$ cat src/rtl/assert_macros.svh
// ----------------------------------------------------------------------------
// assert_macros.svh
// assertion shorthands sampled on clk, disabled while rst_n is low
// ----------------------------------------------------------------------------
`ifndef ASSERT_MACROS_SVH
`define ASSERT_MACROS_SVH

// plain property check
`define FCPQ_ASSERT(lbl, prop, msg) \
    lbl: assert property (@(posedge clk) disable iff (!rst_n) (prop)) else $error(msg);

// same-cycle implication
`define FCPQ_ASSERT_IMPL(lbl, ante, cons, msg) \
    lbl: assert property (@(posedge clk) disable iff (!rst_n) (ante) |-> (cons)) \
        else $error(msg);

// next-cycle implication
`define FCPQ_ASSERT_NEXT(lbl, ante, cons, msg) \
    lbl: assert property (@(posedge clk) disable iff (!rst_n) (ante) |=> (cons)) \
        else $error(msg);

`endif

$ cat src/rtl/fcpq_pkg.sv
// ----------------------------------------------------------------------------
// fcpq_pkg
// shared types and constants of the four-class priority queue
// ----------------------------------------------------------------------------
package fcpq_pkg;

    localparam int NUM_CLASSES       = 4;
    localparam int CLS_W             = 2;
    localparam int ID_W              = 16;
    localparam int DEF_CLASS_DEPTH   = 16;

    // request mode
    localparam logic MODE_ENQ = 1'b0;
    localparam logic MODE_DEQ = 1'b1;

    // result status codes
    typedef enum logic [1:0] {
        ST_ENQ   = 2'd0,
        ST_DEQ   = 2'd1,
        ST_EMPTY = 2'd2,
        ST_FULL  = 2'd3
    } status_t;

    // classes in service order: A, D, C, B
    typedef enum logic [CLS_W-1:0] {
        CLS_A = 2'd0,
        CLS_D = 2'd1,
        CLS_C = 2'd2,
        CLS_B = 2'd3
    } class_t;

    typedef enum logic {
        S_IDLE,
        S_READ
    } state_t;

    // controller to datapath
    typedef struct packed {
        logic    enq;
        logic    deq;
        logic    ld_status;
        status_t status;
        logic    ld_deq;
    } ctrl_cmd_t;

    // datapath to controller
    typedef struct packed {
        logic cls_full;
        logic any_avail;
    } dp_sts_t;

endpackage

$ cat src/rtl/fcpq_req_if.sv
// ----------------------------------------------------------------------------
// fcpq_req_if
// request channel: enqueue or dequeue beats
// ----------------------------------------------------------------------------
interface fcpq_req_if;
    logic        valid;
    logic        ready;
    logic        mode;
    logic [1:0]  prio_class;
    logic [15:0] entry_id;

    modport source (output valid, mode, prio_class, entry_id, input ready);
    modport sink   (input valid, mode, prio_class, entry_id, output ready);
endinterface

$ cat src/rtl/fcpq_rsp_if.sv
// ----------------------------------------------------------------------------
// fcpq_rsp_if
// response channel: one result beat per request
// ----------------------------------------------------------------------------
interface fcpq_rsp_if;
    logic        valid;
    logic        ready;
    logic [1:0]  status;
    logic [15:0] out_id;
    logic [1:0]  out_class;

    modport source (output valid, status, out_id, out_class, input ready);
    modport sink   (input valid, status, out_id, out_class, output ready);
endinterface

$ cat src/rtl/fcpq_ram.sv
// ----------------------------------------------------------------------------
// fcpq_ram
// simple dual-port ram, one write and one registered read port
// ----------------------------------------------------------------------------
module fcpq_ram #(
    parameter int WIDTH = 16,
    parameter int DEPTH = 64
) (
    input  logic                     clk,
    input  logic                     we,
    input  logic [$clog2(DEPTH)-1:0] waddr,
    input  logic [WIDTH-1:0]         wdata,
    input  logic                     re,
    input  logic [$clog2(DEPTH)-1:0] raddr,
    output logic [WIDTH-1:0]         rdata
);

    logic [WIDTH-1:0] mem [DEPTH];
    logic [WIDTH-1:0] rdata_reg;

    always_ff @(posedge clk)
    begin
        if (we)
        begin
            mem[waddr] <= wdata;
        end
        if (re)
        begin
            rdata_reg <= mem[raddr];
        end
    end

    assign rdata = rdata_reg;

endmodule

$ cat src/rtl/fcpq_ctrl.sv
// ----------------------------------------------------------------------------
// fcpq_ctrl
// handshake control and sequencing of enqueue and dequeue beats
// ----------------------------------------------------------------------------
`include "assert_macros.svh"

module fcpq_ctrl (
    input  logic               clk,
    input  logic               rst_n,
    input  logic               req_valid,
    input  logic               req_mode,
    output logic               req_ready,
    output logic               rsp_valid,
    input  logic               rsp_ready,
    input  fcpq_pkg::dp_sts_t  sts,
    output fcpq_pkg::ctrl_cmd_t cmd
);
    import fcpq_pkg::*;

    state_t state_reg, state_next;
    logic   out_valid_reg, out_valid_next;
    logic   accept;

    always_ff @(posedge clk or negedge rst_n)
    begin
        if (!rst_n)
        begin
            state_reg     <= S_IDLE;
            out_valid_reg <= 1'b0;
        end
        else
        begin
            state_reg     <= state_next;
            out_valid_reg <= out_valid_next;
        end
    end

    always_comb
    begin
        state_next     = state_reg;
        out_valid_next = out_valid_reg && !rsp_ready;
        cmd            = '0;
        cmd.status     = ST_ENQ;
        req_ready      = 1'b0;
        accept         = 1'b0;
        case (state_reg)
            S_IDLE:
            begin
                req_ready = !out_valid_reg || rsp_ready;
                accept    = req_valid && req_ready;
                if (accept)
                begin
                    if (req_mode == MODE_ENQ)
                    begin
                        cmd.ld_status  = 1'b1;
                        out_valid_next = 1'b1;
                        if (sts.cls_full)
                        begin
                            cmd.status = ST_FULL;
                        end
                        else
                        begin
                            cmd.enq    = 1'b1;
                            cmd.status = ST_ENQ;
                        end
                    end
                    else if (sts.any_avail)
                    begin
                        // ram read issued now, data latched next cycle
                        cmd.deq    = 1'b1;
                        state_next = S_READ;
                    end
                    else
                    begin
                        cmd.ld_status  = 1'b1;
                        cmd.status     = ST_EMPTY;
                        out_valid_next = 1'b1;
                    end
                end
            end
            S_READ:
            begin
                cmd.ld_deq     = 1'b1;
                out_valid_next = 1'b1;
                state_next     = S_IDLE;
            end
            default:
            begin
                state_next = S_IDLE;
            end
        endcase
    end

    assign rsp_valid = out_valid_reg;

    `FCPQ_ASSERT_IMPL(a_read_slot_free, state_reg == S_READ, !out_valid_reg, "output busy on ram read")
    `FCPQ_ASSERT_NEXT(a_accept_leads_result, accept, out_valid_reg || state_reg == S_READ, "accepted beat produced no result")

endmodule

$ cat src/rtl/fcpq_dp.sv
// ----------------------------------------------------------------------------
// fcpq_dp
// per-class ring pointers, occupancy counts, entry ram and result register
// ----------------------------------------------------------------------------
`include "assert_macros.svh"

module fcpq_dp #(
    parameter int CLASS_DEPTH = fcpq_pkg::DEF_CLASS_DEPTH
) (
    input  logic                         clk,
    input  logic                         rst_n,
    input  logic [fcpq_pkg::CLS_W-1:0]   req_class,
    input  logic [fcpq_pkg::ID_W-1:0]    req_id,
    input  fcpq_pkg::ctrl_cmd_t          cmd,
    output fcpq_pkg::dp_sts_t            sts,
    output logic [1:0]                   status,
    output logic [fcpq_pkg::ID_W-1:0]    out_id,
    output logic [fcpq_pkg::CLS_W-1:0]   out_class
);
    import fcpq_pkg::*;

    localparam int RAM_DEPTH = NUM_CLASSES * CLASS_DEPTH;
    localparam int ADDR_W    = $clog2(RAM_DEPTH);
    localparam int PTR_W     = $clog2(CLASS_DEPTH);
    localparam int CNT_W     = $clog2(CLASS_DEPTH + 1);
    localparam logic [PTR_W-1:0]  LAST_PTR = PTR_W'(CLASS_DEPTH - 1);
    localparam logic [CNT_W-1:0]  FULL_CNT = CNT_W'(CLASS_DEPTH);
    localparam logic [ADDR_W-1:0] BASE_STEP = ADDR_W'(CLASS_DEPTH);

    logic [PTR_W-1:0] rd_ptr_reg [NUM_CLASSES];
    logic [PTR_W-1:0] rd_ptr_next[NUM_CLASSES];
    logic [PTR_W-1:0] wr_ptr_reg [NUM_CLASSES];
    logic [PTR_W-1:0] wr_ptr_next[NUM_CLASSES];
    logic [CNT_W-1:0] cnt_reg    [NUM_CLASSES];
    logic [CNT_W-1:0] cnt_next   [NUM_CLASSES];

    class_t           pick;
    logic             any_avail;
    logic             cnt_ok;
    class_t           deq_cls_reg, deq_cls_next;
    logic [1:0]       status_reg, status_next;
    logic [ID_W-1:0]  out_id_reg, out_id_next;
    logic [CLS_W-1:0] out_class_reg, out_class_next;

    logic [ADDR_W-1:0] waddr, raddr;
    logic [ID_W-1:0]   rdata;

    function automatic logic [PTR_W-1:0] ptr_inc(input logic [PTR_W-1:0] p);
        return (p == LAST_PTR) ? '0 : p + 1'b1;
    endfunction

    // highest-ranked non-empty class
    always_comb
    begin
        pick      = CLS_A;
        any_avail = 1'b0;
        cnt_ok    = 1'b1;
        for (int k = NUM_CLASSES - 1; k >= 0; k--)
        begin
            if (cnt_reg[k] != '0)
            begin
                pick      = class_t'(k);
                any_avail = 1'b1;
            end
            if (cnt_reg[k] > FULL_CNT)
            begin
                cnt_ok = 1'b0;
            end
        end
    end

    assign sts.cls_full  = (cnt_reg[req_class] == FULL_CNT);
    assign sts.any_avail = any_avail;

    assign waddr = ADDR_W'(req_class) * BASE_STEP + ADDR_W'(wr_ptr_reg[req_class]);
    assign raddr = ADDR_W'(pick) * BASE_STEP + ADDR_W'(rd_ptr_reg[pick]);

    fcpq_ram #(
        .WIDTH (ID_W),
        .DEPTH (RAM_DEPTH)
    ) u_ram (
        .clk   (clk),
        .we    (cmd.enq),
        .waddr (waddr),
        .wdata (req_id),
        .re    (cmd.deq),
        .raddr (raddr),
        .rdata (rdata)
    );

    always_comb
    begin
        rd_ptr_next    = rd_ptr_reg;
        wr_ptr_next    = wr_ptr_reg;
        cnt_next       = cnt_reg;
        deq_cls_next   = deq_cls_reg;
        status_next    = status_reg;
        out_id_next    = out_id_reg;
        out_class_next = out_class_reg;
        if (cmd.enq)
        begin
            wr_ptr_next[req_class] = ptr_inc(wr_ptr_reg[req_class]);
            cnt_next[req_class]    = cnt_reg[req_class] + 1'b1;
        end
        if (cmd.deq)
        begin
            rd_ptr_next[pick] = ptr_inc(rd_ptr_reg[pick]);
            cnt_next[pick]    = cnt_reg[pick] - 1'b1;
            deq_cls_next      = pick;
        end
        if (cmd.ld_status)
        begin
            status_next    = cmd.status;
            out_id_next    = '0;
            out_class_next = '0;
        end
        if (cmd.ld_deq)
        begin
            status_next    = ST_DEQ;
            out_id_next    = rdata;
            out_class_next = deq_cls_reg;
        end
    end

    always_ff @(posedge clk or negedge rst_n)
    begin
        if (!rst_n)
        begin
            for (int k = 0; k < NUM_CLASSES; k++)
            begin
                rd_ptr_reg[k] <= '0;
                wr_ptr_reg[k] <= '0;
                cnt_reg[k]    <= '0;
            end
        end
        else
        begin
            rd_ptr_reg <= rd_ptr_next;
            wr_ptr_reg <= wr_ptr_next;
            cnt_reg    <= cnt_next;
        end
    end

    always_ff @(posedge clk)
    begin
        deq_cls_reg   <= deq_cls_next;
        status_reg    <= status_next;
        out_id_reg    <= out_id_next;
        out_class_reg <= out_class_next;
    end

    assign status    = status_reg;
    assign out_id    = out_id_reg;
    assign out_class = out_class_reg;

    `FCPQ_ASSERT(a_cnt_bound, cnt_ok, "class occupancy above depth")
    `FCPQ_ASSERT_IMPL(a_ld_after_read, cmd.ld_deq, $past(cmd.deq), "ram data latched without read")

endmodule

$ cat src/rtl/four_class_priority_queue.sv
// ----------------------------------------------------------------------------
// four_class_priority_queue
// strict priority queue with four classes served A, D, C, B, fifo per class
// ----------------------------------------------------------------------------
//  channel | dir | beat content
//  --------+-----+--------------------------------------------------
//  req     | in  | mode, prio_class, entry_id (enqueue or dequeue)
//  rsp     | out | status, out_id, out_class (one per request beat)
//
//  enqueue, class full and queue empty: result loaded straight into the result register
//  dequeue: extra S_READ state, set by the registered read port of the entry ram
//  rst_n clears pointers, counts and handshake state; ram content is not cleared
//  the result register lets a new request be taken in the cycle its
//  predecessor's result is taken; a stalled rsp holds req off after that
// ----------------------------------------------------------------------------
module four_class_priority_queue #(
    parameter int CLASS_DEPTH = fcpq_pkg::DEF_CLASS_DEPTH
) (
    input  logic      clk,
    input  logic      rst_n,
    fcpq_req_if.sink   req,
    fcpq_rsp_if.source rsp
);
    import fcpq_pkg::*;

    // command and status between controller and datapath
    ctrl_cmd_t cmd;
    dp_sts_t   sts;

    // controller: handshakes and the dequeue read sequence
    fcpq_ctrl u_ctrl (
        .clk       (clk),
        .rst_n     (rst_n),
        .req_valid (req.valid),
        .req_mode  (req.mode),
        .req_ready (req.ready),
        .rsp_valid (rsp.valid),
        .rsp_ready (rsp.ready),
        .sts       (sts),
        .cmd       (cmd)
    );

    // datapath: ring pointers, counts, priority pick, entry ram, result
    fcpq_dp #(
        .CLASS_DEPTH (CLASS_DEPTH)
    ) u_dp (
        .clk       (clk),
        .rst_n     (rst_n),
        .req_class (req.prio_class),
        .req_id    (req.entry_id),
        .cmd       (cmd),
        .sts       (sts),
        .status    (rsp.status),
        .out_id    (rsp.out_id),
        .out_class (rsp.out_class)
    );

endmodule
$ cat src/flat_wrapper.sv
// flat-port wrapper written by rule: the top's interface ports become plain ports
module four_class_priority_queue_flat import fcpq_pkg::*;
#(
    parameter int CLASS_DEPTH = fcpq_pkg::DEF_CLASS_DEPTH
)
  (clk, rst_n, req_valid, req_mode, req_prio_class, req_entry_id, req_ready, rsp_valid, rsp_status, rsp_out_id, rsp_out_class, rsp_ready);
  fcpq_req_if req_i ();
  fcpq_rsp_if rsp_i ();
  input  logic clk;
  input  logic rst_n;
  input wire logic [$bits(req_i.valid)-1:0] req_valid;
  input wire logic [$bits(req_i.mode)-1:0] req_mode;
  input wire logic [$bits(req_i.prio_class)-1:0] req_prio_class;
  input wire logic [$bits(req_i.entry_id)-1:0] req_entry_id;
  output wire logic [$bits(req_i.ready)-1:0] req_ready;
  output wire logic [$bits(rsp_i.valid)-1:0] rsp_valid;
  output wire logic [$bits(rsp_i.status)-1:0] rsp_status;
  output wire logic [$bits(rsp_i.out_id)-1:0] rsp_out_id;
  output wire logic [$bits(rsp_i.out_class)-1:0] rsp_out_class;
  input wire logic [$bits(rsp_i.ready)-1:0] rsp_ready;
  assign req_i.valid = req_valid;
  assign req_i.mode = req_mode;
  assign req_i.prio_class = req_prio_class;
  assign req_i.entry_id = req_entry_id;
  assign req_ready = req_i.ready;
  assign rsp_valid = rsp_i.valid;
  assign rsp_status = rsp_i.status;
  assign rsp_out_id = rsp_i.out_id;
  assign rsp_out_class = rsp_i.out_class;
  assign rsp_i.ready = rsp_ready;
  four_class_priority_queue #(.CLASS_DEPTH(CLASS_DEPTH)) u_core (.clk(clk), .rst_n(rst_n), .req(req_i), .rsp(rsp_i));
endmodule
$ cat config.mk
export PLATFORM = sky130hd
export DESIGN_NAME = four_class_priority_queue_flat
export DESIGN_NICKNAME = d
export VERILOG_FILES = /design/src/rtl/fcpq_pkg.sv /design/src/rtl/fcpq_req_if.sv /design/src/rtl/fcpq_rsp_if.sv /design/src/rtl/fcpq_ram.sv /design/src/rtl/fcpq_ctrl.sv /design/src/rtl/fcpq_dp.sv /design/src/rtl/four_class_priority_queue.sv /design/src/flat_wrapper.sv
export VERILOG_INCLUDE_DIRS = /design/src /design/src/rtl
export SDC_FILE = /design/constraint.sdc
export NUM_CORES = 1
export LEC_CHECK = 0
export BUFFER_PORTS_ARGS = -buffer_cell sky130_fd_sc_hd__buf_2
export CAP_MARGIN = 20
export CORE_MARGIN = 8
export CORE_UTILIZATION = 40
export CTS_BUF_LIST = sky130_fd_sc_hd__clkbuf_8 sky130_fd_sc_hd__clkbuf_16
export CTS_CLUSTER_DIAMETER = 40
export DETAILED_ROUTE_END_ITERATION = 10
export HOLD_SLACK_MARGIN = 0.1
export SLEW_MARGIN = 40
export SYNTH_ARGS = -nofsm -noshare
export SYNTH_HDL_FRONTEND = slang
export SYNTH_SLANG_ARGS = --single-unit
$ cat constraint.sdc
create_clock -name clk -period 4.9 [get_ports clk]
set_input_delay 0.98 -clock clk [delete_from_list [all_inputs] [get_ports clk]]
set_output_delay 0.98 -clock clk [all_outputs]
set_load 0.02 [all_outputs]
### Word-level counts from Yosys, hierarchy flattened

Memory sizes are Yosys's and may differ from the RTL's. A register that Yosys moved wholly into a read port is not among the register bits.
Index checks and enable logic that the tools add are counted.

* flip-flop bits (word level): 76
* RAM bits: 1024
* input bits: 23
* output and inout bits: 22
* memories: 1

* add/sub/neg operators: 6
* magnitude comparators: 4
* equality and inequality tests: 3
* mux-type cells: 59
* bitwise operators: 3
* reductions and logical operators: 12

Memories
* u_core.u_dp.u_ram.mem: words 64, bits a word 16, read ports 1, clocked after Yosys merged registers in 1, wr ports 1, line fcpq_ram.sv:18 `logic [WIDTH-1:0] mem [DEPTH];`

Operators by type and width (count)
* bitwise mux 20 bit: 2
* 2-to-1 mux 20 bit: 2
* 2-to-1 mux 5 bit: 8
* bitwise mux 16 bit: 2
* 2-to-1 mux 16 bit: 2
* 2-to-1 mux 4 bit: 8
* binary-select mux 5 bit (select 2 bit): 2
* demux 5 bit (select 2 bit): 2
* nonzero test 5 bit: 4
* binary-select mux 4 bit (select 2 bit): 2
* demux 4 bit (select 2 bit): 2
* 2-to-1 mux 1 bit: 16
* 2-to-1 mux 2 bit: 7
* adder 6 x 4 -> 6 bit: 2
* adder 4 x 1 -> 4 bit, second input constant: 2
* equality test 4 bit, second input constant: 2
* >= comparator 3 bit, second input constant: 2
* less-than comparator 3 x 1 -> 1 bit, second input constant: 2
* 2-to-1 mux 3 bit: 2
* inverter 2 -> 3 bit: 2
* adder 5 x 1 -> 5 bit, second input constant: 1
* equality test 5 bit, second input constant: 1
* subtractor 5 x 1 -> 5 bit, second input constant: 1
* logical AND 1 bit: 4
* other kinds (5): 7

### Longest topological paths before layout

Gate-level depths: netlist (run 1).

* word-level depth: 12
* depth in mapped cells: 14
* depth with buffers taken out: 10

### Cells and area by module

A second synthesis (run 1) with hierarchy kept.

* cells, all modules: 2211
* area total of the unflattened synthesis: 44256.2 um^2

Modules (own cells, without submodules)
* fcpq_ram: instances 1, cells each 1829, area an instance 40202.3 um^2, seq. area each 31230.0 um^2
* fcpq_dp: instances 1, cells each 365, area an instance 3871.2 um^2, seq. area each 1941.9 um^2
* fcpq_ctrl: instances 1, cells each 17, area an instance 182.7 um^2, seq. area each 50.0 um^2

### Worst setup path before layout (run 1)

No wires, ideal clock.

* kind: in2reg
* from: input req_prio_class[0]
* to: memory u_core.u_dp.u_ram.mem[39][0] (enable)
* arrival: 4.048 ns
* data required time: 4.510 ns
* setup slack: 0.462 ns
* cell stages on the path: 11
* cells stage by stage: clkbuf_1 -> clkbuf_1 -> mux4_2 -> inv_1 -> ha_1 -> a31oi_1 -> nand3_1 -> nor2b_1 -> clkbuf_1 -> clkbuf_1 -> nor2b_1

* cells in the longest elaborated chain, start to end: 11
* elaborated cells between the ends (all ways): 15

Ends and longest elaborated chain
* start: declaration: line flat_wrapper.sv:13 `input wire logic [$bits(req_i.prio_class)-1:0] req_prio_class;`
* inverter 2 -> 3 bit (implied by the code): line fcpq_dp.sv:72, fcpq_dp.sv:75
* binary-select mux 5 bit (select 2 bit): line fcpq_dp.sv:72 `assign sts.cls_full = (cnt_reg[req_class] == FULL_CNT);`
* 2-to-1 mux 5 bit (implied by the code) (2 in series): line fcpq_dp.sv:72
* equality test 5 bit: line fcpq_dp.sv:72
* 2-to-1 mux 1 bit: line fcpq_ctrl.sv:57 `if (sts.cls_full)`
* 2-to-1 mux 1 bit: line fcpq_ctrl.sv:53 `if (req_mode == MODE_ENQ)`
* 2-to-1 mux 5 bit: line fcpq_ctrl.sv:51 `if (accept)`
* 2-to-1 mux 5 bit: line fcpq_ctrl.sv:46 `case (state_reg)`
* 2-to-1 mux 1 bit: line fcpq_ram.sv:23 `if (we)`
* 2-to-1 mux 1 bit (implied by the code): line fcpq_ram.sv:25 `mem[waddr] <= wdata;`
* end: declaration: line fcpq_ram.sv:18

Several ways; a longest one is shown, not always the timed one. The select of a mux whose other input is x is not followed.

### Worst setup path after layout (run 1)

* from: register u_core.u_dp.cnt_reg[5] in the netlist's numbering
* to: register u_core.u_dp.u_ram.rdata_reg[4], in the netlist u_core.u_dp.u_ram.rdata[4] (read register of u_core.u_dp.u_ram.mem) (data pin)

* cells in the longest elaborated chain, start to end: 9
* elaborated cells between the ends (all ways): 16

Ends and longest elaborated chain
* start: declaration: line fcpq_dp.sv:34 `logic [CNT_W-1:0] cnt_reg [NUM_CLASSES];`
* start signal: assignment: line fcpq_dp.sv:140 `cnt_reg <= cnt_next;`
* nonzero test 5 bit (*): line fcpq_dp.sv:60 `if (cnt_reg[k] != '0)`
* 2-to-1 mux 2 bit (3 in series): line fcpq_dp.sv:60
* inverter 2 -> 3 bit (implied by the code): line fcpq_dp.sv:76 `assign raddr = ADDR_W'(pick) * BASE_STEP + ADDR_W'(rd_ptr_reg[pick]);`
* binary-select mux 4 bit (select 2 bit): line fcpq_dp.sv:76
* 2-to-1 mux 4 bit (implied by the code) (2 in series): line fcpq_dp.sv:76
* adder 6 x 4 -> 6 bit: line fcpq_dp.sv:76
* end: declaration: line fcpq_ram.sv:19 `logic [WIDTH-1:0] rdata_reg;`

Mark *: on every way between the ends. The rest lies on a longest branch, timed or not. The select of a mux whose other input is x is not followed.
A chain may end at the register's enable or synchronous reset.

==> results of run 1 <==
[cells in the mapped netlist (all sizes together), types with 3 or more instances]
cell type  number  area, um^2
or4             5        41.3
mux2i         445        4450
buf            77         450
xnor2           5        43.8
nand2         161         604
and2           20         125
o21ai          32         164
o22ai         222        1400
mux4            9         203
edfxtp       1060       31800
dfrtp          54        1350
nor2b           8        50.1
and3           28         175
o211ai         16         120
or3             4        25.0
xor2            3        26.3
a21o            3        22.5
inv             9        33.8
clkbuf         55         206
a31oi          10        62.6
nor4           65         419
a211oi         30         230
mux2           20         225
or2             4        27.5
nand4          33         225
nor3            5        25.0
o21bai          6        45.0
ha              5        62.6
nor2           89         342
a21oi          56         284
o32ai           5        58.8
nand3          19        95.1
[how the worst max path moves through the flow]
stage                            start                           end  slack [ps]  cells after the start
6_report        u_core.u_dp.cnt_reg[5]    u_core.u_dp.u_ram.rdata[4]         340                     11
3_5_place_dp    u_core.u_dp.cnt_reg[5]    u_core.u_dp.u_ram.rdata[4]         470                     11
5_1_grt         u_core.u_dp.cnt_reg[5]    u_core.u_dp.u_ram.rdata[9]         230                     10
4_1_cts         u_core.u_dp.cnt_reg[5]    u_core.u_dp.u_ram.rdata[4]         450                     11
2_1_floorplan        req_prio_class[0]  u_core.u_dp.u_ram.mem[39][0]         460                     11
3_3_place_gp   u_core.u_dp.cnt_reg[11]    u_core.u_dp.u_ram.rdata[3]         460                     10
[through the flow]
stage / instances / instance area [um^2]
3_3_place_gp: 4092 / 46500
5_1_grt: 4344 / 51300
3_5_place_dp: 4096 / 46600
6_report: 4344 / 51300
2_1_floorplan: 2580 / 43600
4_1_cts: 4343 / 51200
[layout make-up]
| cell class | instances | area share [%] |
|---|---|---|
| Clock inverter | 102 | 2.02 |
| Clock buffer | 145 | 7.01 |
| Inverter | 9 | 0.0659 |
| Sequential cell | 1116 | 64.8 |
| Tap cell | 1414 | 3.45 |
| Multi-Input combinational cell | 1323 | 19.0 |
| Timing Repair Buffer | 235 | 3.67 |
[worst max-delay path: stages (launching register included)]
cell and delay [ps]:
dfrtp_1 420, nor3_1 490, and2_1 380, a31oi_1 230, o22ai_4 610, buf_12 310
buf_12 290, mux2i_1 440, o32ai_1 210, or4_1 580, a21oi_1 140, nand4_1 120
[cells by family (layout without fill, tap and decap cells)]
logic type / after synthesis / after routing / synth area share [%]
muxes: 474 / 474 / 11.2
AOI/OAI and AO/OA: 388 / 388 / 5.64
xor gates and xnor gates: 8 / 8 / 0.161
buffers and inverters: 141 / 491 / 1.58
and+or+nand+nor: 448 / 448 / 5.06
DFF: 1116 / 1116 / 76.2
adders and majority gates: 5 / 5 / 0.144
[layer usage]
metal / vias up / GRT usage (%)
li1: 10800 / -
met1: 12500 / 25.0
met2: 936 / 29.9
met3: 217 / 3.01
met4: 2 / 6.71
met5: - / 0
[power breakdown]
part / internal, mW / leakage [nW] / total, mW / switching (mW)
sequential: 10.9 / 10.2 / 11.1 / 0.258
combinational: 3.38 / 5.55 / 8.33 / 4.96
clock: 6.22 / 2.30 / 10.1 / 3.88
==> results_dict.tcl, run 1 <==
set metrics [dict create \
    fin_crit_ps 4560 \
    clkSinkCount 1116 \
    wl_met2_mm 53.6 \
    fmax_ghz 0.219 \
    postRouteAntennaNets 0 \
    avgSynthCellArea_um2 16.9 \
    top_level_ports 45 \
    antenna_found_initial 4 \
    final-seq-area_um2 33200 \
    synth-seq-cells 1116 \
    async_reset_ff_share_pct 4.84 \
    yosysSeqAreaShare_pct 76.2 \
    final_cell_mix "edfxtp_1 (1,060), mux2i_1 (445), o22ai_1 (220)" \
    wl_met3_mm 7.45 \
    cts_tree "built" \
    dpl.hpwl_mm 71.7 \
    critPathCaptureType "flip-flop" \
    cp_max_fo 31 \
    grt_pass1_wl_mm 165 \
    die_y_um 346 \
    num_rows 121 \
    start_kind "flip-flop" \
    cts_buffer_depth 3 \
    worst_hold_slack_ps 405 \
    synth_ff_type "edfxtp_1" \
    hp-class "in2async" \
    largest_reg_flops 1024 \
    top_layer_used "met5" \
    dieArea_um2 120000 \
    setup_tns_ps 0 \
    arrival_ps 4980 \
    synth_edf_count 1060 \
    setup_viol 0 \
    rsz0062_at_grt "no" \
    postLayoutCoreUtil_pct 47.2 \
    tightest_slew_ps 828 \
    fin_crit_sh_pct 93.1 \
    p_total_mw 29.6 \
    rr_worst_depth 11 \
    portBuffers 44 \
    place_congestion 0.894 \
    multi_input_area_um2 9740 \
    diodes 0 \
    hold_viol_final 0 \
    nNetsFinal 2850 \
    overflow 0 \
    clk_pin_slew_ps 60 \
    vias_per_cell 5.62 \
    fillCellCount 9090 \
    synth_cell_type_count 57 \
    finalWorstSetupSlack_ps 338 \
    core_area_um2 109000 \
    critPathKind "reg2reg" \
    root_buffer "clkbuf_16" \
    fin_skew_ps 41.3 \
    cts_buffers 137 \
    cts_max_level 4 \
    area_delta_synth_final_pct 17.6 \
    r2r_end "u_core.u_dp.u_ram.rdata[4]" \
    yosys_warnings 0 \
    final_common_cell "edfxtp_1" \
    wl_per_cell_um 26.0 \
    slew_headroom_pct 44.6 \
    ir_drop_mv 0.396 \
    dr.pass1.iters 6 \
    synth_cells 2580 \
    first_global_vias 24300 \
    drt-met1-wl_mm 48.1 \
    vias 24400 \
    slew_viol_final 0 \
    cts_resized 0 \
    drive_gt1_share_pct 17.3 \
    die_x_um 346 \
    status "finished, final reports clean" \
    netlist_area_um2 43600 \
    cts_setup_buffers 0 \
    place_ws_ps 475 \
    drc_errors 0 \
    totalWireLength_mm 113 \
    worstReg2RegStart "u_core.u_dp.cnt_reg[5]" \
    pwr_density_cell_nw_per_um2 576 \
    p_leak_nw 18.1 \
    critical_path_required_ps 5320 \
    initial_utilization_pct 40.2 \
    rrSetupSlack_ps 340 \
    grtUsageTotal_pct 18.4 \
    clk-insertion-delay-late_ps 720 \
    drt_iter0_drc 2357 \
    synth_nets 2608 \
    grt_max_degree 71 \
    drv_cap 0 \
    cts_hold_buf 0 \
]
Power figures use the tool's default switching activity.
==> inputs of run 2 (changes only) <==
Settings changed: RECOVER_POWER set to 100.
==> results_dict.tcl, run 2 (same netlist as run 1, synthesis figures left out) <==
set metrics [dict create \
    status "finished with violations" \
    violations "max-capacitance violations, max-slew violations" \
    hp-start "u_core.u_dp.status[1]" \
    portBuffers 44 \
    fin_crit_ps 4640 \
    dr.pass1.iters 7 \
    arrival_ps 5070 \
    postRouteAntennaNets 0 \
    hold_viol_final 0 \
    die_x_um 346 \
    setup_tns_ps 0 \
    place_congestion 0.894 \
    fmax_ghz 0.216 \
    initial_utilization_pct 40.2 \
    wl_per_cell_um 26.0 \
    final_cell_mix "edfxtp_1 (1,060), mux2i_1 (445), o22ai_1 (220)" \
    hold-path-cell-count 2 \
    top_level_ports 45 \
    critPathCaptureType "flip-flop" \
    clkSinkCount 1116 \
    first_global_vias 24300 \
    rrSetupSlack_ps 260 \
    tightest_slew_ps 3390 \
    postLayoutCoreUtil_pct 46.7 \
    cts_hold_buf 0 \
    whs_endpoint "u_core.u_dp.status[1]" \
    p_leak_nw 17.6 \
    start_kind "flip-flop" \
    vias_per_cell 5.63 \
    dieArea_um2 120000 \
    cts_setup_buffers 0 \
    drv_cap 22 \
    rsz0062_at_grt "no" \
    slew_headroom_pct -126 \
    largest_reg_flops 1024 \
    cts_max_level 4 \
    clk-insertion-delay-late_ps 720 \
    clk_pin_slew_ps 60 \
    dpl.hpwl_mm 71.7 \
    p_total_mw 29.5 \
    grtUsageTotal_pct 18.4 \
    pwr_density_cell_nw_per_um2 581 \
    num_rows 121 \
    slew_viol_final 1027 \
    cts_resized 0 \
    slowest_delay_ps 590 \
    root_buffer "clkbuf_16" \
    worst_hold_slack_ps 478 \
    totalWireLength_mm 113 \
    area_delta_synth_final_pct 16.4 \
    die_y_um 346 \
    grt_max_degree 71 \
    fillCellCount 9205 \
    antenna_found_initial 6 \
    worstReg2RegStart "u_core.u_dp.cnt_reg[5]" \
    cts_buffers 137 \
    drc_errors 0 \
    r2r_end "u_core.u_dp.u_ram.rdata[4]" \
    setup_viol 0 \
    drive_gt1_share_pct 13.0 \
    rr_worst_depth 11 \
    drt_iter0_drc 2391 \
    overflow 0 \
    critical_path.slowest_cell "o22ai_4" \
    vias 24500 \
    grt_pass1_wl_mm 165 \
    cts_buffer_depth 3 \
    fin_crit_sh_pct 94.7 \
    diodes 0 \
    hp-class "reg2reg" \
    ir_drop_mv 0.397 \
    core_area_um2 109000 \
    final_common_cell "edfxtp_1" \
    crit_chain "nor3_1 > and2_1 > a31oi_1 > o22ai_4 > buf_6 > buf_12 > mux2i_1 > o32ai_1 > or4_1 > a21oi_1 > nand4_1" \
    cts_tree "built" \
    nNetsFinal 2850 \
    cp_max_fo 31 \
    fin_skew_ps 42.9 \
    critPathKind "reg2reg" \
    critical_path_required_ps 5330 \
]
run 2: changes by cell type in the layout (fill, tap and decap cells not counted), sizes merged:
| cell | before | now |
|---|---|---|
| buf | 235 | 98 |
| clkbuf | 145 | 282 |
run 2: worst max-delay path, delay by kind of cell (launching register included):
family	cells	cell delay [ps]
multiplexers	1	450
flip-flops	1	420
buffers and inverters	2	730
AO/OA/AOI/OAI	4	1160
AND/OR/NAND/NOR	4	1540
run 2: area by class of cell:
cell class / instances / area, um^2 / area share [%]
sequential: 1116 / 33200 / 65.5
multi-input combinational: 1323 / 9720 / 19.2
clock buffer: 145 / 3590 / 7.08
tap: 1414 / 1770 / 3.49
timing repair buffer: 235 / 1370 / 2.69
clock inverter: 102 / 1040 / 2.04
inverter: 9 / 33.8 / 0.0666
run 2: power by group:
| part | total [mW] | switching [mW] | leakage [nW] | internal (mW) |
|---|---|---|---|---|
| combinational | 8.26 | 4.95 | 5.03 | 3.32 |
| clock | 10.1 | 3.87 | 2.30 | 6.22 |
| sequential | 11.1 | 0.255 | 10.2 | 10.9 |
run 2: how the worst max path moves through the flow:
stage                                  startpoint                            to  slack, ps  cells past startpoint
final                      u_core.u_dp.cnt_reg[5]    u_core.u_dp.u_ram.rdata[4]        260                     11
after global routing       u_core.u_dp.cnt_reg[5]   u_core.u_dp.u_ram.rdata[12]        130                     11
after CTS                  u_core.u_dp.cnt_reg[5]    u_core.u_dp.u_ram.rdata[4]        450                     11
after detailed placement   u_core.u_dp.cnt_reg[5]    u_core.u_dp.u_ram.rdata[4]        470                     11
after global placement    u_core.u_dp.cnt_reg[11]    u_core.u_dp.u_ram.rdata[3]        460                     10
after floorplan                 req_prio_class[0]  u_core.u_dp.u_ram.mem[39][0]        460                     11
run 2: per-stage QoR:
step / cell area, um^2 / worst slack, ps / std cells
2_1_floorplan: 43600 / 462 / 2580
3_3_place_gp: 46500 / 460 / 4092
3_5_place_dp: 46600 / 475 / 4096
4_1_cts: 51200 / 446 / 4343
5_1_grt: 50700 / 126 / 4344
6_report: 50700 / 260 / 4344
run 2: per-layer routing:
metal	routed length, um	up-vias	GRT usage (%)
li1	-	10800	-
met1	48200	12500	25.0
met2	53700	913	29.9
met3	7140	234	3.01
met4	4100	2	6.71
met5	13	-	0
==> inputs of run 3 (changes only) <==
Settings changed: SYNTH_HIERARCHICAL set to 1.
Clock period 4.9 ns to 3.74 ns, I/O delays scaled along.
==> results_dict.tcl, run 3 <==
set metrics [dict create \
    area_delta_synth_final_pct 23.0 \
    hold_viol_final 0 \
    wl_per_cell_um 26.7 \
    synth_largest_area_cell "edfxtp_1" \
    clk-insertion-delay-late_ps 730 \
    synth_cell_type_count 79 \
    root_buffer "clkbuf_16" \
    critPathCaptureType "flip-flop" \
    avgSynthCellArea_um2 20.0 \
    p_leak_nw 17.9 \
    top_level_ports 45 \
    antenna_found_initial 5 \
    synth_nets 2239 \
    tightest_slew_ps 3500 \
    nNetsFinal 2635 \
    cts_buffers 138 \
    num_rows 122 \
    initial_utilization_pct 40.2 \
    worstReg2RegStart "u_core/u_dp/cnt_reg[12]" \
    drt_iter0_drc 2323 \
    vias_per_cell 5.59 \
    clkSinkCount 1116 \
    drive_gt1_share_pct 34.2 \
    cts_buffer_depth 3 \
    final_common_cell "edfxtp_1" \
    first_global_vias 23500 \
    final-seq-area_um2 33200 \
    fmax_ghz 0.262 \
    internal-power_mw 29.9 \
    switching_power_mw 13.8 \
    swShare_pct 31.5 \
    core_area_um2 110000 \
    clk_pin_slew_ps 60 \
    p_total_mw 43.6 \
    rsz0062_at_grt "yes" \
    fin_crit_sh_pct 102 \
    critical_path_required_ps 4220 \
    die_x_um 349 \
    fin_crit_ps 3820 \
    grt_max_degree 65 \
    synth_commonest_cells "edfxtp_1 (1,060), mux4_2 (228), nand2_1 (124)" \
    overflow 0 \
    fillCellCount 8973 \
    critPathKind "reg2reg" \
    place_congestion 0.840 \
    r2r_end "u_core/u_dp/u_ram/rdata[2]" \
    cp_max_fo 8 \
    dpl.hpwl_mm 70.0 \
    fin_skew_ps 26.5 \
    setup_tns_ps -143 \
    portBuffers 44 \
    yosys_warnings 6 \
    grt_pass1_wl_mm 162 \
    synth_cells 2211 \
    totalWireLength_mm 113 \
    cts_max_level 4 \
    pwr_density_cell_nw_per_um2 801 \
    status "finished with violations" \
    crit_chain "nor3_1 > buf_4 > nand2_1 > and3_1 > a211o_4 > buf_12 > buf_12 > buf_12 > clkbuf_16 > mux4_2 > mux2_4 > nand2_2 > nand4_1 > and4_1" \
    yosys-top-cells-area "edfxtp_1 (72%), mux4_2 (12%), dfrtp_1 (3.1%), mux2i_1 (2.0%), nand2_1 (1.1%)" \
    drt-met1-wl_mm 48.0 \
    vias 23500 \
    top_layer_used "met5" \
    async_reset_ff_share_pct 4.84 \
    largest_reg_flops 1024 \
    cts_tree "built" \
    violations "max-capacitance violations, max-slew violations, negative setup slack" \
    postRouteAntennaNets 0 \
    slew_headroom_pct -133 \
    dr.pass1.iters 8 \
    critical_path.slowest_cell "dfrtp_1" \
    synth_ff_type "edfxtp_1" \
    synth_most_common_cell "edfxtp_1" \
    hold-path-cell-count 2 \
    netlist_area_um2 44300 \
    yosysSeqAreaShare_pct 75.1 \
    synth_edf_count 1060 \
    hp-start "req_valid" \
    setup_viol 6 \
    wl_met2_mm 52.5 \
    design_area_um2 54400 \
    wl_met3_mm 8.50 \
    rrSetupSlack_ps -80 \
    worst_hold_slack_ps 257 \
    clkPwrFrac_pct 30.7 \
    ir_drop_mv 0.481 \
    drv_cap 17 \
    drc_errors 0 \
    pwr-share-comb_pct 36.1 \
    place_area_um2 49000 \
    grtUsageTotal_pct 18.1 \
    synth-seq-cells 1116 \
    crit_top_cell "buf_12" \
    arrival_ps 4290 \
    slowest_delay_ps 420 \
    dieArea_um2 122000 \
    whs_endpoint "u_core/u_ctrl/rsp_valid" \
    slew_viol_final 797 \
    synth_top_area_share_pct 71.9 \
    finalWorstSetupSlack_ps -75.7 \
    hp-class "in2reg" \
    final_cell_mix "edfxtp_1 (1,060), mux4_2 (228), buf_4 (210)" \
    seq_power_share_pct 33.3 \
    multi_input_area_um2 10700 \
    start_kind "flip-flop" \
    die_y_um 349 \
    rr_worst_depth 14 \
]
[run 3: worst max-delay path: cells and delay by family, from the launching register on]
| kind | cells | cell delay [ps] |
|---|---|---|
| buf+inv | 5 | 770 |
| compound gates | 1 | 280 |
| flops | 1 | 420 |
| mux | 2 | 730 |
| simple gates | 6 | 1340 |
[run 3: worst max-delay path by stage]
stage / depth (start not counted) / slack, ps / start / to
after floorplan: 9 / -70 / req_prio_class[0] / u_core/u_dp/u_ram/mem[30][0]
after global placement: 12 / -290 / u_core/u_dp/cnt_reg[7] / u_core/u_dp/u_ram/rdata[2]
after detailed placement: 12 / -300 / u_core/u_dp/cnt_reg[7] / u_core/u_dp/u_ram/rdata[12]
after CTS: 15 / -6 / u_core/u_dp/cnt_reg[7] / u_core/u_dp/u_ram/rdata[1]
after global routing: 12 / -170 / u_core/u_dp/cnt_reg[1] / u_core/u_dp/u_ram/rdata[13]
final: 14 / -80 / u_core/u_dp/cnt_reg[12] / u_core/u_dp/u_ram/rdata[2]
[run 3: cell type report]
class	count	share of cell area, %
clock inverter	107	1.90
multi-input combinational	965	19.7
clock buffer	146	6.69
antenna	3	0.0138
sequential	1116	61.0
inverter	6	0.0460
tap	1488	3.42
timing repair buffer	380	7.26
[run 3: layer usage]
layer	global-route usage [%]	up-vias
met3	3.56	204
met1	25.5	12400
li1	-	9925
met2	28.0	948
met4	6.54	2
met5	0	-
[run 3: repair_timing]
| action | in CTS | in global routing |
|---|---|---|
| resized for setup | 27 | 81 |
| gates cloned | 2 | 4 |
| setup endpoints to repair | 16 | 16 |
| pin swaps | 11 | 19 |
| buffers inserted | 17 | 12 |
| hold buffers | 0 | 1 |
| endpoints found under the hold margin | 0 | 33 |
[run 3: cell families (layout without fill, tap and decap cells)]
group / after synthesis / after routing / share of synthesized area, %
flip-flops: 1116 / 1116 / 75.1
AND/OR/NAND/NOR: 364 / 364 / 4.13
multiplexers: 359 / 359 / 14.9
AO/OA/AOI/OAI: 229 / 229 / 3.72
buffers and inverters: 130 / 639 / 1.93
XOR/XNOR: 8 / 8 / 0.158
adder cells (fa/ha/maj): 5 / 5 / 0.141
other: 0 / 3 / 0
[run 3: power by group through the flow]
| stage | Combinational (mW) | Sequential, mW | Clock (mW) |
|---|---|---|---|
| 6_report | 15.7 | 14.5 | 13.4 |
| 5_1_grt | 16.5 | 14.5 | 14.1 |
| 4_1_cts | 14.8 | 14.5 | 13.6 |
| 3_5_place_dp | 14.2 | 14.7 | 0 |
| 3_3_place_gp | 14.1 | 14.7 | 0 |
| 2_1_floorplan | 8.61 | 14.7 | 0 |
[run 3: per-stage QoR]
step / setup WS, ps / util [%] / std cells
after floorplan: -69.0 / - / 2211
after global placement: -289 / 44.4 / 3920
after detailed placement: -299 / 44.4 / 3920
after CTS: -6.10 / 49.0 / 4192
after global routing: -170 / 49.4 / 4209
final: -75.7 / 49.4 / 4211
